### src/hw/rtl/dalq_pkg.sv
// Shared types and constants of the deadline alarm queue.
package dalq_pkg;

  localparam int QUEUE_DEPTH = 16;
  localparam int MAX_RESULTS = 16;
  localparam int EMIT_W      = $clog2(MAX_RESULTS + 1);
  localparam int FIFO_DEPTH  = 2;
  localparam int FIFO_AW     = $clog2(FIFO_DEPTH);
  localparam int TIME_W      = 32;
  localparam int FIELD_W     = 16;

  localparam logic MODE_ADD  = 1'b0;
  localparam logic MODE_TICK = 1'b1;

  typedef struct packed {
    logic               is_tick;
    logic [FIELD_W-1:0] delay;
    logic [FIELD_W-1:0] tag;
  } cmd_t;

  typedef struct packed {
    logic [TIME_W-1:0]  deadline;
    logic [FIELD_W-1:0] tag;
    logic [FIELD_W-1:0] delay;
  } entry_t;

  typedef struct packed {
    logic [FIELD_W-1:0] tag;
    logic [FIELD_W-1:0] delay;
    logic               rejected;
    logic               last;
  } result_t;

  typedef enum logic [2:0] {
    ST_IDLE = 3'b001,
    ST_ADD  = 3'b010,
    ST_TICK = 3'b100
  } state_t;

endpackage

### src/hw/rtl/dalq_front.sv
// Input side: accepts and classifies items into a short command queue.
module dalq_front (
  input  logic                 clk,
  input  logic                 rst_n,
  input  logic                 in_tvalid,
  output logic                 in_tready,
  input  logic [31:0]          in_tdata,   // delay_seconds[15:0], alarm_id[31:16]
  input  logic                 in_tuser,   // mode
  output logic                 cmd_valid,
  input  logic                 cmd_ready,
  output dalq_pkg::cmd_t       cmd
);

  dalq_pkg::cmd_t                 fifo_r [dalq_pkg::FIFO_DEPTH];
  logic [dalq_pkg::FIFO_AW-1:0]   wr_ptr_r, wr_ptr_nxt;
  logic [dalq_pkg::FIFO_AW-1:0]   rd_ptr_r, rd_ptr_nxt;
  logic [dalq_pkg::FIFO_AW:0]     cnt_r, cnt_nxt;
  dalq_pkg::cmd_t                 in_cmd;
  logic                           push, pop;

  always_comb begin
    in_cmd.is_tick = (in_tuser == dalq_pkg::MODE_TICK);
    in_cmd.delay   = in_tdata[15:0];
    in_cmd.tag     = in_tdata[31:16];
  end

  assign in_tready = (cnt_r != (dalq_pkg::FIFO_AW + 1)'(dalq_pkg::FIFO_DEPTH));
  assign cmd_valid = (cnt_r != '0);
  assign cmd       = fifo_r[rd_ptr_r];
  assign push      = in_tvalid && in_tready;
  assign pop       = cmd_valid && cmd_ready;

  always_comb begin
    wr_ptr_nxt = push ? wr_ptr_r + dalq_pkg::FIFO_AW'(1) : wr_ptr_r;
    rd_ptr_nxt = pop ? rd_ptr_r + dalq_pkg::FIFO_AW'(1) : rd_ptr_r;
    case ({push, pop})
      2'b10:   cnt_nxt = cnt_r + (dalq_pkg::FIFO_AW + 1)'(1);
      2'b01:   cnt_nxt = cnt_r - (dalq_pkg::FIFO_AW + 1)'(1);
      default: cnt_nxt = cnt_r;
    endcase
  end

  always_ff @(posedge clk) begin
    if (!rst_n) begin
      wr_ptr_r <= '0;
      rd_ptr_r <= '0;
      cnt_r    <= '0;
    end else begin
      wr_ptr_r <= wr_ptr_nxt;
      rd_ptr_r <= rd_ptr_nxt;
      cnt_r    <= cnt_nxt;
    end
  end

  always_ff @(posedge clk) begin
    if (push) begin
      fifo_r[wr_ptr_r] <= in_cmd;
    end
  end

endmodule

### src/hw/rtl/dalq_back.sv
// Execution side: time count, sorted alarm table and result register.
module dalq_back #(
  parameter int QUEUE_DEPTH = dalq_pkg::QUEUE_DEPTH
) (
  input  logic                clk,
  input  logic                rst_n,
  input  logic                cmd_valid,
  output logic                cmd_ready,
  input  dalq_pkg::cmd_t      cmd,
  output logic                res_valid,
  input  logic                res_ready,
  output dalq_pkg::result_t   res
);

  localparam int CW = $clog2(QUEUE_DEPTH + 1);
  localparam logic [dalq_pkg::TIME_W-1:0] TIME_MAX = '1;

  dalq_pkg::state_t               state_r, state_nxt;
  dalq_pkg::entry_t               ent_r   [QUEUE_DEPTH];
  dalq_pkg::entry_t               ent_nxt [QUEUE_DEPTH];
  logic [QUEUE_DEPTH-1:0]         ge;
  logic [CW-1:0]                  count_r, count_nxt;
  logic [dalq_pkg::TIME_W-1:0]    now_r, now_nxt;
  logic [dalq_pkg::TIME_W-1:0]    deadline_r, deadline_nxt;
  logic [dalq_pkg::TIME_W:0]      sum;
  logic [dalq_pkg::FIELD_W-1:0]   tag_r, tag_nxt, dly_r, dly_nxt;
  logic                           expire_r, expire_nxt;
  logic [dalq_pkg::EMIT_W-1:0]    emit_r, emit_nxt;
  logic                           out_valid_r;
  dalq_pkg::result_t              out_res_r, load_res;
  logic                           out_free, load, do_insert, do_pop, full, due;
  dalq_pkg::entry_t               new_ent;

  assign out_free  = !out_valid_r || res_ready;
  assign full      = (count_r == CW'(QUEUE_DEPTH));
  assign cmd_ready = (state_r == dalq_pkg::ST_IDLE);
  assign res_valid = out_valid_r;
  assign res       = out_res_r;
  assign sum       = {1'b0, now_r} + {{(dalq_pkg::TIME_W - dalq_pkg::FIELD_W + 1){1'b0}},
                                      cmd.delay};
  assign due       = (count_r != '0) && (ent_r[0].deadline <= now_r)
                     && (emit_r != dalq_pkg::EMIT_W'(dalq_pkg::MAX_RESULTS));

  always_comb begin
    new_ent.deadline = deadline_r;
    new_ent.tag      = tag_r;
    new_ent.delay    = dly_r;
  end

  // Each cell decides locally from its own compare and its neighbor's.
  for (genvar g = 0; g < QUEUE_DEPTH; g++) begin : g_cell
    dalq_pkg::entry_t ins_v, pop_v;
    assign ge[g] = (CW'(g) >= count_r) || (ent_r[g].deadline >= deadline_r);
    if (g == 0) begin : g_head
      assign ins_v = new_ent;
    end else begin : g_body
      assign ins_v = ge[g-1] ? ent_r[g-1] : new_ent;
    end
    if (g == QUEUE_DEPTH - 1) begin : g_tail
      assign pop_v = ent_r[g];
    end else begin : g_mid
      assign pop_v = ent_r[g+1];
    end
    assign ent_nxt[g] = (do_insert && ge[g]) ? ins_v : (do_pop ? pop_v : ent_r[g]);
  end

  always_comb begin
    state_nxt    = state_r;
    now_nxt      = now_r;
    deadline_nxt = deadline_r;
    tag_nxt      = tag_r;
    dly_nxt      = dly_r;
    expire_nxt   = expire_r;
    emit_nxt     = emit_r;
    count_nxt    = count_r;
    load         = 1'b0;
    do_insert    = 1'b0;
    do_pop       = 1'b0;
    load_res     = out_res_r;
    unique case (state_r)
      dalq_pkg::ST_IDLE: begin
        if (cmd_valid) begin
          if (cmd.is_tick) begin
            if (now_r != TIME_MAX) begin
              now_nxt = now_r + dalq_pkg::TIME_W'(1);
            end
            emit_nxt  = '0;
            state_nxt = dalq_pkg::ST_TICK;
          end else begin
            deadline_nxt = sum[dalq_pkg::TIME_W] ? TIME_MAX : sum[dalq_pkg::TIME_W-1:0];
            expire_nxt   = (cmd.delay == '0) || (now_r == TIME_MAX);
            tag_nxt      = cmd.tag;
            dly_nxt      = cmd.delay;
            state_nxt    = dalq_pkg::ST_ADD;
          end
        end
      end
      dalq_pkg::ST_ADD: begin
        if (expire_r || full) begin
          if (out_free) begin
            load              = 1'b1;
            load_res.tag      = tag_r;
            load_res.delay    = dly_r;
            load_res.rejected = !expire_r;
            load_res.last     = 1'b1;
            state_nxt         = dalq_pkg::ST_IDLE;
          end
        end else begin
          do_insert = 1'b1;
          count_nxt = count_r + CW'(1);
          state_nxt = dalq_pkg::ST_IDLE;
        end
      end
      dalq_pkg::ST_TICK: begin
        if (!due) begin
          state_nxt = dalq_pkg::ST_IDLE;
        end else if (out_free) begin
          load              = 1'b1;
          do_pop            = 1'b1;
          load_res.tag      = ent_r[0].tag;
          load_res.delay    = ent_r[0].delay;
          load_res.rejected = 1'b0;
          load_res.last     = (emit_r == dalq_pkg::EMIT_W'(dalq_pkg::MAX_RESULTS - 1))
                              || (count_r == CW'(1)) || (ent_r[1].deadline > now_r);
          count_nxt         = count_r - CW'(1);
          emit_nxt          = emit_r + dalq_pkg::EMIT_W'(1);
        end
      end
      default: state_nxt = dalq_pkg::ST_IDLE;
    endcase
  end

  always_ff @(posedge clk) begin
    if (!rst_n) begin
      state_r     <= dalq_pkg::ST_IDLE;
      now_r       <= '0;
      count_r     <= '0;
      emit_r      <= '0;
      out_valid_r <= 1'b0;
    end else begin
      state_r     <= state_nxt;
      now_r       <= now_nxt;
      count_r     <= count_nxt;
      emit_r      <= emit_nxt;
      if (load) begin
        out_valid_r <= 1'b1;
      end else if (res_ready) begin
        out_valid_r <= 1'b0;
      end
    end
  end

  always_ff @(posedge clk) begin
    deadline_r <= deadline_nxt;
    tag_r      <= tag_nxt;
    dly_r      <= dly_nxt;
    expire_r   <= expire_nxt;
    if (load) begin
      out_res_r <= load_res;
    end
    for (int i = 0; i < QUEUE_DEPTH; i++) begin
      ent_r[i] <= ent_nxt[i];
    end
  end

  a_count_bound: assert property (@(posedge clk) disable iff (!rst_n)
    count_r <= CW'(QUEUE_DEPTH))
    else $error("Alarm count exceeds table depth.");

  a_reject_full: assert property (@(posedge clk) disable iff (!rst_n)
    (load && load_res.rejected) |-> full)
    else $error("Add rejected while the table had room.");

  a_pop_count: assert property (@(posedge clk) disable iff (!rst_n)
    do_pop |=> (count_r == $past(count_r) - CW'(1)))
    else $error("Expiry did not remove exactly one entry.");

  a_emit_limit: assert property (@(posedge clk) disable iff (!rst_n)
    (emit_r == dalq_pkg::EMIT_W'(dalq_pkg::MAX_RESULTS)) |-> !do_pop)
    else $error("Tick emitted more alarms than allowed.");

endmodule

### src/hw/rtl/deadline_alarm_queue.sv
// Top level of the deadline alarm queue: a sorted timer queue with a streaming interface.
//
// Items enter a two-entry command queue, one per cycle while it has room, and the
// execution side works on one command at a time. An add is dequeued with its deadline
// computed, then inserted into the table or loaded as a result once the result register
// is free; a tick advances the time count on dequeue, then removes expired alarms from
// the head one at a time, at most MAX_RESULTS of them, with the single result register
// and the downstream tready setting the pace of the expiry sequence. The alarm table is
// a row of QUEUE_DEPTH cells kept sorted by deadline, so an insert or a removal from the
// head is done by all cells in parallel. No clearing pass follows reset.
module deadline_alarm_queue #(
  parameter int QUEUE_DEPTH = dalq_pkg::QUEUE_DEPTH
) (
  input  logic        clk,
  input  logic        rst_n,
  input  logic        in_tvalid,
  output logic        in_tready,
  input  logic [31:0] in_tdata,    // delay_seconds[15:0], alarm_id[31:16]
  input  logic        in_tuser,    // mode
  output logic        out_tvalid,
  input  logic        out_tready,
  output logic [31:0] out_tdata,   // alarm_id_res[15:0], delay_seconds_res[31:16]
  output logic        out_tuser,   // rejected
  output logic        out_tlast
);

  logic              cmd_valid, cmd_ready;
  dalq_pkg::cmd_t    cmd;
  dalq_pkg::result_t res;

  dalq_front u_front (
    .clk       (clk),
    .rst_n     (rst_n),
    .in_tvalid (in_tvalid),
    .in_tready (in_tready),
    .in_tdata  (in_tdata),
    .in_tuser  (in_tuser),
    .cmd_valid (cmd_valid),
    .cmd_ready (cmd_ready),
    .cmd       (cmd)
  );

  dalq_back #(
    .QUEUE_DEPTH (QUEUE_DEPTH)
  ) u_back (
    .clk       (clk),
    .rst_n     (rst_n),
    .cmd_valid (cmd_valid),
    .cmd_ready (cmd_ready),
    .cmd       (cmd),
    .res_valid (out_tvalid),
    .res_ready (out_tready),
    .res       (res)
  );

  assign out_tdata = {res.delay, res.tag};
  assign out_tuser = res.rejected;
  assign out_tlast = res.last;

endmodule

### config.mk
export PLATFORM = sky130hd
export DESIGN_NAME = deadline_alarm_queue
export DESIGN_NICKNAME = d
export VERILOG_FILES = /design/src/hw/rtl/dalq_pkg.sv /design/src/hw/rtl/dalq_front.sv /design/src/hw/rtl/dalq_back.sv /design/src/hw/rtl/deadline_alarm_queue.sv
export SDC_FILE = /design/constraint.sdc
export NUM_CORES = 2
export LEC_CHECK = 0
export ABC_AREA = 1
export CAP_MARGIN = 5
export CORE_MARGIN = 10
export CORE_UTILIZATION = 50
export DETAILED_ROUTE_END_ITERATION = 10
export DONT_BUFFER_PORTS = 1
export GPL_ROUTABILITY_DRIVEN = 0
export PLACE_DENSITY = 0.76
export SLEW_MARGIN = 25
export SYNTH_ARGS = -nofsm -noshare
export SYNTH_HDL_FRONTEND = slang
export SYNTH_SLANG_ARGS = --single-unit
### constraint.sdc
create_clock -name clk -period 5.4 [get_ports clk]
set_input_delay 1.08 -clock clk [delete_from_list [all_inputs] [get_ports clk]]
set_output_delay 1.08 -clock clk [all_outputs]
set_load 0.05 [all_outputs]
# After elaboration in Yosys (flattened, before gate mapping)
# Memories as Yosys holds them, arrays and structs flattened. A register that Yosys moved wholly into a read port is not among the register bits.
# Cells that the tools add are included.
# op_classes
n_div	0
mul	0
n_eq_ne	21
n_reduce_logical	56
n_lt_le_gt_ge	34
n_mux	80
shift	0
add_sub_neg	9
bitwise	1
# ops
op	count
2-to-1 mux 64 bit	46
>= comparator 32 bit	16
2-to-1 mux 34 bit	4
one-hot mux 34 bit (2 select lines)	1
>= comparator 4 x 5 -> 1 bit, first input constant	8
2-to-1 mux 5 bit	7
adder 32 x 16 -> 33 bit	1
adder 32 x 1 -> 32 bit, second input constant	1
equality test 32 bit, second input constant	1
greater-than comparator 32 bit	1
<= comparator 32 bit	1
inequality test 32 bit, second input constant	1
logical OR 1 bit	21
>= comparator 3 x 5 -> 1 bit, first input constant	4
logical AND 1 bit	20
one-hot mux 5 bit (2 select lines)	2
logical NOT 16 bit	1
2-to-1 mux 3 bit	5
2-to-1 mux 1 bit	12
adder 5 x 1 -> 5 bit, second input constant	2
>= comparator 1 x 5 -> 1 bit, first input constant	2
>= comparator 2 x 5 -> 1 bit, first input constant	2
inequality test 2 x 1 -> 1 bit, second input constant	5
nonzero test 2 bit	5
other kinds (25)	32
# word_totals
mem_count	2
latchBits	0
output_inout_bits	36
rom_bits	0
inputBits	37
regBits	149
ramBits	1090
wordCells	219
# memory_table
memory	depth	word_bits	rd	rd_clocked_by_memory_dff	write_ports	line	rtl
u_back.ent_r	16	64	16	0	16	dalq_back.sv:19	dalq_pkg::entry_t ent_r [QUEUE_DEPTH];
u_front.fifo_r	2	33	1	1	1	dalq_front.sv:14	dalq_pkg::cmd_t fifo_r [dalq_pkg::FIFO_DEPTH];

# Longest topological paths before layout
# logic_depth
depth_word	7
depth_mapped	19
mapped_depth_nobuf	19

# Modules after synthesis
# From an unflattened synthesis, not the netlist that was laid out.
# hier_totals
cells_unflattened	9551
area_unflattened_um2	78021.1
# by_module_without_submodules
module	instances	cells_each	area_per_inst_um2	seq_area_each_um2
dalq_back	1	9412	75243.4	34643.2
dalq_front	1	139	2777.7	2082.0

# Worst setup path before layout
# Ideal clock, no wire load.
# synth_path
path_kind	flip-flop to flip-flop
startpoint	register, netlist name u_back.deadline_r[5]
endpoint	memory u_back.ent_r[0][128] (netlist bit), enable pin
synth_period_minus_slack_ns	4.441
required_time_ns	4.710
arrival_time_ns	3.751
setup_time_ns	0.690
n_path_buf	3
setup_slack_ns	0.959
path_stages_with_launch	16
path_cell_list	edfxtp_1 > inv_1 > clkbuf_1 > ha_1 > a21oi_1 > nor2_1 > nor3b_1 > o21ai_0 > nand2_1 > nand2_1 > a21oi_1 > nand3_1 > nand2_1 > buf_2 > buf_2 > nand2_1
# synth_lines
item	line
end, declared	dalq_back.sv:19

==> impl_results.md <==
- Outcome: finished clean
- Post-CTS Setup Inserts: 0
- Syn nets: 10350
- Worst rel slew slack: 23.68%
- Flops & latches, synth: 1240
- Hold buffers post-CTS: 0
- Crit Path Max Fanout: 64
- Top_reg_cell synth: edfxtp_1
- FMAX: roughly 0.23 GHz
- Core Box Area: about 0.16 mm²
- Layout Nets: 10060
- R2R cell count: 13
- CP Launch Point: u_back.deadline_r[10]
- RSZ-0062 raised after global routing: no
- Syn Inst Count: 9713
- CTS Buf Count: around 130
- CP Launch Type: register
- Syn avg cell area: between 8 and 9 µm²
- Largest net degree at the start of global routing: between 100 and 150
- I/O Buffers: 0
- Unique masters post-synth: 55
- CP endpoint: u_back.ent_r[1][156]
- Post-synth EDFFs: 1189
- Crit path capture type: register
- Initial Util: between 50 and 60%
- Routed WL: 269700 µm
- Seq/Total Area, Yosys: 46.79%
- Worst-Margin Slew: roughly 1.1 ns
- CTS tree: done
- Synthesized cell area: 0.07850 mm²
- PostCTS Resize Cnt: 0
- Vias post-DR: a little over 70000
- Setup TNS: 0 ns
- Worst Setup Path Type: register to register
- Power per cell area: 322.4 mW/mm²
- Yosys warning total: 0
- Fillers: roughly 14000
- Clk slew on worst S/H paths: 0.06 ns
- Ys async rst share: 0%
- CTS Root Cell: clkbuf_16
- Hold Path Class: input port to register
- Die Y-Extent: about 420 µm
- Worst IR Drop VDD: 0.2705 mV
- Die width: 416.2 µm
- Hold path cells: 0
- R2R setup slack: 1.02 ns
- R2r startpoint: u_back.deadline_r[10]
- Synth-to-Final Area Change: 7.533%
- Final Hold Fails: 0
- Final worst path period share: 81.12%
- H-tree depth: 4
- CP arrival: 4.91 ns
- DRT Pass-1 Iters: 9
- DRC Markers: 0
- Fraction of layout cells with a size suffix above 1: 4.858%
- Total power: roughly 27 mW
- Setup Skew: 0.03216 ns
- Leak pwr: 38.05 nW
- Initial antenna violation count: 1
- Number of global-route vias before repair: 67350
- Wire per inst: 23.31 µm
- Max Slew Vio Count: 0
- Hold Path Origin: in_tuser
- Endpoints failing setup: 0
- Worst skew pair latency: approximately 0.8 ns
- Via density per instance: 6.233
- Clock sink total: 1240
- Clock tree buffer depth: 3
- Boundary Pins: 73
- Final Util: 54.04%
- Die area: 0.1732 mm²
- Crit path time final: 4.380 ns
- Global route total overflow: 0
- Number of routed nets with antenna violations: 0
- DR iter-0 viols: ~11000
- First-pass GRT wire length: 406700 µm
- Rows: 145
- Max Cap Violations: 0
- Critical path data required time: roughly 6 ns
- Worst r2r dst: u_back.ent_r[1][156]
- Detailed Place HPWL: between 150000 and 200000 µm
- GR Util All Layers: about 30%
report_power, final:
part / internal, mW / leakage (nW) / switching, mW
clock network: 5.19 / 2.07 / 4.03
registers: 11.1 / 11.1 / 0.363
logic: 1.70 / 24.8 / 4.84
total: 18.0 / 38.0 / 9.24
critical path, cell delays in order, from the launching register on:
cell and delay, ns:
edfxtp_1 0.39, inv_1 0.66, buf_4 0.47, ha_1 0.30, nand2_1 0.07, o21ai_0 0.08, a21oi_1 0.18, nand2_1 0.11
nand2_1 0.07, nand4_1 0.19, nand2_2 0.31, clkinv_2 0.73, nand3_1 0.42, nand2_1 0.09
metal layers:
layer / share of wire [%] / vias up / GRT usage (%) / wire length (µm)
met4: 6.6 / 2 / 17.11 / 17680
met5: 0.0048 / - / 0 / 13
met3: 15 / 941 / 7.910 / 40170
met1: 38 / 33040 / 40.32 / 101800
li1: - / 32240 / - / -
met2: 41 / 5885 / 42.63 / 110000
through the flow:
stage | setup WS (ns) | area, µm² | hold slack (ns) | instances
final | 1.020 | 84410 | 0.3788 | 11570
after global routing | 0.8227 | 84400 | 0.3625 | 11570
after CTS | 1.325 | 84330 | 0.3429 | 11570
after detailed placement | 1.360 | 80120 | 0.4475 | 11340
after global placement | 1.456 | 80110 | 0.4352 | 11340
after floorplan | 0.9586 | 78500 | 0.4255 | 9713
cell type report:
class	count	area, µm²	area share (%)
Clock buffer	169	3588	4.251
Multi-Input combinational cell	7195	36740	43.52
Timing Repair Buffer	163	1585	1.878
Clock inverter	62	626.9	0.7426
Tap cell	2058	2575	3.051
Antenna cell	2	5.005	0.005929
Sequential cell	1240	36730	43.51
Inverter	681	2565	3.039
placed cells by master (no fill, tap or decap), drive strengths merged, types with 2 or more instances in the layout:
cell      instances
a21o              6
ha              602
nor3b             7
edfxtp         1189
and3              3
o21a             12
buf             163
dfxtp            51
clkinv           48
o221ai            3
nand3           485
a221oi            2
clkbuf          169
nand4           534
o211ai           12
bufinv           10
o21ai           735
or2               7
o21bai           10
nand2          4099
nor3             44
a31oi             5
a21boi            3
xnor2             4
nand3b            6
a211oi            5
inv             683
o31ai             4
nor2            188
clkinvlp          2
nor4             24
diode             2
a21oi           353
xor2             36
worst min path at each step:
stage / end / slack [ns]
after floorplan: register / 0.43
after global placement: u_front.rd_ptr_r / 0.44
after detailed placement: register / 0.45
after CTS: u_front.fifo_r[0][12] / 0.34
after global routing: u_front.fifo_r[0][19] / 0.36
final: u_front.fifo_r[0][32] / 0.38
registers in the layout (all words and copies together), names as in the netlist, 2 cells and up, named ones only:
signal             count
u_back.ent_r        1024
u_front.fifo_r        66
u_back.res            34
u_back.deadline_r     32
u_back.now_r          32
u_back.dly_r          16
u_back.tag_r          16
u_back.count_r         5
u_back.emit_r          5
u_back.state_r         3
u_front.cnt_r          2
cell usage after synthesis (12+ instances only):
library cell  count  area (µm²)
nand2_1        4096       15370
edfxtp_1       1189       35700
inv_1           652        2447
ha_1            602        7532
o21ai_0         571        2858
nand4_1         531        3322
nand3_1         484        2422
a21oi_1         351        1757
buf_2           292        1461
clkbuf_1        231       867.1
nor2_1          180       675.7
o21ai_1         164       820.8
dfxtp_1          51        1021
buf_4            45       337.8
nor3_1           41       205.2
xor2_1           36       315.3
inv_2            28       105.1
nor4_1           18       112.6
clkbuf_2         15       75.07
buf_1            14       52.55
o211ai_1         12       90.09
o21a_1           12       90.09
logic make-up after synthesis:
logic type	after synthesis	synth area share, %
simple gates	5398	28.72
buf+inv	1278	6.816
flops	1240	46.79
compound gates	1154	7.608
fa+ha+maj	603	9.621
xor+xnor	40	0.4463
Note: power is estimated with default switching activity, not from simulation.
